File: src/rtl/rrga_pkg.sv
// ----------------------------------------------------------------------------
// rrga_pkg
// shared constants and types of the range gate autocorrelator
// ----------------------------------------------------------------------------
package rrga_pkg;

    localparam int MAX_GATES  = 512;
    localparam int CHANNELS   = 2;
    localparam int GATE_W     = $clog2(MAX_GATES);
    localparam int CH_W       = (CHANNELS > 1) ? $clog2(CHANNELS) : 1;
    localparam int IDX_W      = CH_W + GATE_W;
    localparam int DEPTH      = CHANNELS * MAX_GATES;

    localparam logic [9:0]  GATES_RESET = 10'd500;
    localparam logic [9:0]  FRAME_RESET = 10'd800;
    localparam logic [23:0] SUM_MAX     = 24'hFFFFFF;
    localparam logic [43:0] CORR_MAX    = 44'hFFFFFFFFFFF;

    localparam logic [0:0] REG_GATES = 1'b0;
    localparam logic [0:0] REG_FRAME = 1'b1;

    typedef struct packed {
        logic [IDX_W-1:0] idx;
        logic [15:0]      mean;
        logic             add_prod;
        logic             last_pulse;
        logic             ch;
        logic [8:0]       gate;
    } t_close;

endpackage

File: src/rtl/rrga_divider.sv
// ----------------------------------------------------------------------------
// rrga_divider
// unsigned restoring divider, one quotient bit per cycle
// ----------------------------------------------------------------------------
module rrga_divider
    import rrga_pkg::*;
(
    input  logic        i_clk,
    input  logic        i_rst_n,
    input  logic        i_start,
    input  logic [43:0] i_num,
    input  logic [28:0] i_den,
    output logic        o_done,
    output logic [43:0] o_quo
);
    logic [43:0] r_quo;
    logic [29:0] r_rem;
    logic [28:0] r_den;
    logic [5:0]  r_cnt;
    logic        r_busy;
    logic [29:0] w_sh;
    logic [30:0] w_diff;

    assign w_sh   = {r_rem[28:0], r_quo[43]};
    assign w_diff = {1'b0, w_sh} - {2'b00, r_den};

    always_ff @(posedge i_clk) begin
        if (!i_rst_n) begin
            r_busy <= 1'b0;
            o_done <= 1'b0;
            r_cnt  <= '0;
        end else begin
            o_done <= 1'b0;
            if (i_start) begin
                r_busy <= 1'b1;
                r_cnt  <= 6'd44;
                r_quo  <= i_num;
                r_rem  <= '0;
                r_den  <= i_den;
            end else if (r_busy) begin
                if (!w_diff[30]) begin
                    r_rem <= w_diff[29:0];
                    r_quo <= {r_quo[42:0], 1'b1};
                end else begin
                    r_rem <= w_sh;
                    r_quo <= {r_quo[42:0], 1'b0};
                end
                r_cnt <= r_cnt - 6'd1;
                if (r_cnt == 6'd1) begin
                    r_busy <= 1'b0;
                    o_done <= 1'b1;
                end
            end
        end
    end
    assign o_quo = r_quo;

    a_done_after_busy: assert property (@(posedge i_clk) disable iff (!i_rst_n)
        o_done |-> $past(r_busy)) else $error("done without busy");
    a_no_start_busy: assert property (@(posedge i_clk) disable iff (!i_rst_n)
        r_busy && r_cnt != 6'd0 |-> r_cnt <= 6'd44) else $error("count range");
    a_done_pulse: assert property (@(posedge i_clk) disable iff (!i_rst_n)
        o_done |=> !o_done) else $error("done held");
endmodule
File: config.mk
export PLATFORM = sky130hd
export DESIGN_NAME = rrga_divider
export DESIGN_NICKNAME = d
export VERILOG_FILES = /design/src/rtl/rrga_pkg.sv /design/src/rtl/rrga_divider.sv
export SDC_FILE = /design/constraint.sdc
export NUM_CORES = 1
export LEC_CHECK = 0
export ABC_AREA = 1
export BUFFER_PORTS_ARGS = -buffer_cell sky130_fd_sc_hd__buf_2
export CAP_MARGIN = 10
export CORE_MARGIN = 5
export CORE_UTILIZATION = 63
export CTS_BUF_LIST = sky130_fd_sc_hd__clkbuf_2 sky130_fd_sc_hd__clkbuf_4 sky130_fd_sc_hd__clkbuf_8
export DETAILED_ROUTE_END_ITERATION = 12
export GPL_ROUTABILITY_DRIVEN = 0
export PLACE_DENSITY_LB_ADDON = 0.25
export RECOVER_POWER = 50
export SLEW_MARGIN = 20
export SYNTH_ARGS = -nofsm -noshare
export SYNTH_HDL_FRONTEND = slang
export SYNTH_SLANG_ARGS = --single-unit
export TNS_END_PERCENT = 100
File: constraint.sdc
create_clock -name i_clk -period 4.8 [get_ports i_clk]
set_input_delay 0 -clock i_clk [delete_from_list [all_inputs] [get_ports i_clk]]
set_output_delay 0 -clock i_clk [all_outputs]
set_load 0.05 [all_outputs]
* Yosys cells after proc, flatten, opt, wreduce, memory -nomap -nowiden
Cells that the tools add are included.
W data, S select, Z words.
** Storage, ports and cells
- Input port bits :: 76
- Register bits after elaboration :: 110
- Output and inout bits :: 45
- Word-level logic and storage cells :: 28
** Operators by class
- Equal/unequal tests :: 1
- Add/subtract/negate cells :: 2
- Reductions and logical operators :: 5
- Bitwise operators :: 2
- Mux-type cells :: 11
** Operators by type and width (number)
- $mux W44 :: 2
- $mux W29 :: 2
- $sub A30 B29 Y31 :: 1
- $mux W6 :: 2
- $eq A6 B1 Y1 const B :: 1
- $sub A6 B1 Y6 const B :: 1
- $mux W1 :: 5
- $reduce_and A2 Y1 :: 2
- $reduce_or A3 Y1 :: 1
- $not A1 Y1 :: 2
- $reduce_bool A2 Y1 :: 1
- $reduce_or A2 Y1 :: 1

* Depth between registers and ports, before layout
- Depth after elaboration :: 4
- Gate-level depth with buffers :: 15
- Depth with buffers taken out :: 14

* Worst setup path before layout
No wires, ideal clock.
- Path kind :: reg2reg
- Start :: reg r_busy
- End :: reg r_quo[0] (netlist: o_quo[0]), enable pin
- Data required time :: 4367 ps
- Setup slack :: 2320 ps
- Arrival time :: 2047 ps
- Stages on the path, launching flop included :: 3
- Period minus slack after synthesis :: 2480 ps
- Library setup time :: 433 ps
- Path buffers :: 0
- Path through :: dfxtp_1 -> nand2_1 -> nand2_1
** Between the ends
- Cells in the longest elaborated chain, start to end :: 2
** Ends and longest elaborated chain
- start, declared :: RTL line rrga_divider.sv:20 : logic r_busy;
- start signal, assigned :: RTL line rrga_divider.sv:29 : r_busy <= 1'b0;
- start signal, assigned :: RTL line rrga_divider.sv:35 : r_busy <= 1'b1;
- start signal, assigned :: RTL line rrga_divider.sv:50 : r_busy <= 1'b0;
- $reduce_bool A2 Y1 (no source line)
- $reduce_and A2 Y1 (no source line)
- end signal, assigned :: RTL line rrga_divider.sv:37 : r_quo <= i_num;
- end signal, assigned :: RTL line rrga_divider.sv:43 : r_quo <= {r_quo[42:0], 1'b1};
- end signal, assigned :: RTL line rrga_divider.sv:46 : r_quo <= {r_quo[42:0], 1'b0};
- end, declared :: RTL line rrga_divider.sv:16 : logic [43:0] r_quo;
Every way passes these cells.
A chain may end at the register's enable or synchronous reset.

==> metrics.yaml <==
global_route:
  grt_overflow: 0
  grt_pass1_vias: 6484
  antenna_found_initial: 0
  grt_max_degree: 43
  grt_use_total_pct: 29.6
  grt_pass1_wl_um: 30400
cts:
  cts_resized: 0
  clkLatencyLatePin_ns: 0.40
  cts_hold_buffers: 74
  clock_path_buffers: 2
  htree_levels: 3
  numCtsBuffers: 9
  clock-sinks: 110
  cts_setup_buffers: 0
  path_clk_slew_ns: 0.12
  cts-root-buf: "clkbuf_8"
  cts_tree: "done"
sta:
  final-setup-viol-count: 0
  relSlewSlack_pct: -20.4
  finalCriticalPeriod_ns: 3.14
  clock.fmax_mhz: 319
  max_slew.worst_pin.slew_ns: 1.81
  finalHoldViolCount: 0
  min_period_over_period_pct: 65.3
  clock_skew_ns: 0.0230
  rsz0062_at_grt: "false"
  final-max-slew-violation-count: 65
  fin_tns_setup_ns: 0
min_path:
  hold_class: "primary input to flop"
  hold_start: "i_den[3]"
synth:
  avgSynthCellArea_um2: 7.53
  async_flop_share_pct: 0
  ys_ff_latch: 110
  synth_edf_count: 102
  syn_area_um2: 6810
  yosys_warnings: 0
  syn-instance-count: 904
  synth_cell_types: 38
  synth_flop_cell: "edfxtp_1"
  synthesis.nets: 1012
  yosysSeqAreaShare_pct: 47.3
layout:
  final_cell_mix: "nand2_1, inv_1, edfxtp_1"
  layout_commonest_cell: "nand2_1"
  syn_to_final_growth_pct: 23.1
  final_layout_size_suffix_gt1_share_pct: 10.2
  stdcell_area_um2: 8390
  nets: 1203
  antenna_cells: 0
  fillers: 732
routing:
  finalWirelength_um: 18600
  first_iter_violations: 539
  ant_nets: 0
  drc: 0
  drtPass1Iterations: 7
  via_per_inst: 5.26
  wire_per_inst_um: 15.0
  num_vias: 6523
placed_design:
  hpwl_um: 11600
  portBuffers: 120
  placed_area_um2: 7510
critical_path:
  worstPathMaxFanout: 42
  start_kind: "primary input"
  required_ns: 5.06
  path_class: "primary input to flop"
  end_kind: "flop"
  r2r-start: "o_quo[43]"
  cp.arrival_ns: 3.39
  startpoint: "i_start"
floorplan:
  start_util_pct: 63.7
  core_um2: 10700
  die_h_um: 114
  die_area_um2: 13000
  rows: 38
  ios: 121
  die_w_um: 114
pwr:
  seqPwrFrac_pct: 43.3
  p_switching_mw: 1.10
  ir_drop_mv: 0.343
  pwr-share-clk_pct: 21.3
  power.leakage_nw: 4.34
  p_comb_share_pct: 35.3
  finalPower_mw: 2.85
  powerDensity_nw_per_um2: 340
  p_sw_share_pct: 38.5
  intPower_mw: 1.75
outcome:
  outcome: "complete, but fails checks"
  failed_checks: "max-capacitance violations, max-slew violations"
job:
  max-cap-violations: 2
final cells by class:
cell class,count,area [µm²],share of cell area (%)
Timing Repair Buffer,198,1310,15.6
Clock inverter,7,82.6,0.985
Inverter,169,634,7.56
Multi-Input combinational cell,607,2840,33.9
Clock buffer,9,124,1.48
Tap cell,140,175,2.09
Sequential cell,110,3220,38.4
final timing paths:
path	end	slack, ns	cells after the start
worst max-delay path	r_rem[28]	1.66	7
worst min register to register	r_cnt[1]	0.52	2
worst max register to register	r_rem[23]	2.14	13
worst min-delay path	r_den[3]	0.31	2
sequential cells by signal, indices dropped and copies added (netlist names):
signal  flops
o_done      1
o_quo      44
r_busy      1
r_cnt       6
r_den      29
r_rem      29
cells by family (layout without fill, tap and decap cells):
logic type | after synthesis | after routing | share of synthesized area, %
flops | 110 | 110 | 47.3
buf+inv | 187 | 383 | 11.0
fa+ha+maj | 32 | 32 | 5.99
simple gates | 512 | 512 | 30.1
xor+xnor | 14 | 14 | 1.80
compound gates | 49 | 49 | 3.80
routing by layer:
layer | up-vias | global-route usage, % | wire [µm]
li1 | 3160 | - | -
met1 | 2945 | 37.0 | 7540
met2 | 355 | 49.6 | 8770
met3 | 63 | 7.16 | 1670
met4 | 0 | 11.7 | 654
met5 | - | 0 | 0
worst max-delay path, stage by stage:
cell and delay [ns]:
clkbuf_1 0.36, inv_1 1.05, clkbuf_1 1.20, nand2_1 0.49, nand2_1 0.15, nand2_1 0.06
inv_1 0.07
power by group through the flow:
stage | logic [mW] | clock network, mW | registers, mW
2_1_floorplan | 0.629 | 0 | 1.35
3_3_place_gp | 0.920 | 0 | 1.24
3_5_place_dp | 0.941 | 0 | 1.25
4_1_cts | 0.991 | 0.599 | 1.23
5_1_grt | 1.12 | 0.648 | 1.24
6_report | 1.01 | 0.608 | 1.23
through the flow:
stage,cells,hold WS [ns],setup slack (ns),utilization [%]
floorplan,904,0.0989,2.32,-
global placement,1150,0.177,2.25,70.2
detailed placement,1150,0.178,2.16,70.2
CTS,1240,0.121,2.14,79.0
global route,1240,0.307,1.39,78.4
finish,1240,0.308,1.66,78.4
cell usage after synthesis (4+ instances only):
cell      count  area, µm²
xor2_1       10       87.6
nand2_1     368       1380
o21ai_0      14       70.1
clkbuf_1     12       45.0
nand2_2       8       50.1
ha_1         31        388
nand3_1      32        160
inv_1       166        623
nor2_1       84        315
nor2_2        6       37.5
nand4_1       4       25.0
dfxtp_1       8        160
xnor2_1       4       35.0
a21oi_1      19       95.1
o21ai_1      11       55.1
edfxtp_1    102       3060
No activity file was read; power rests on OpenSTA's default activity.
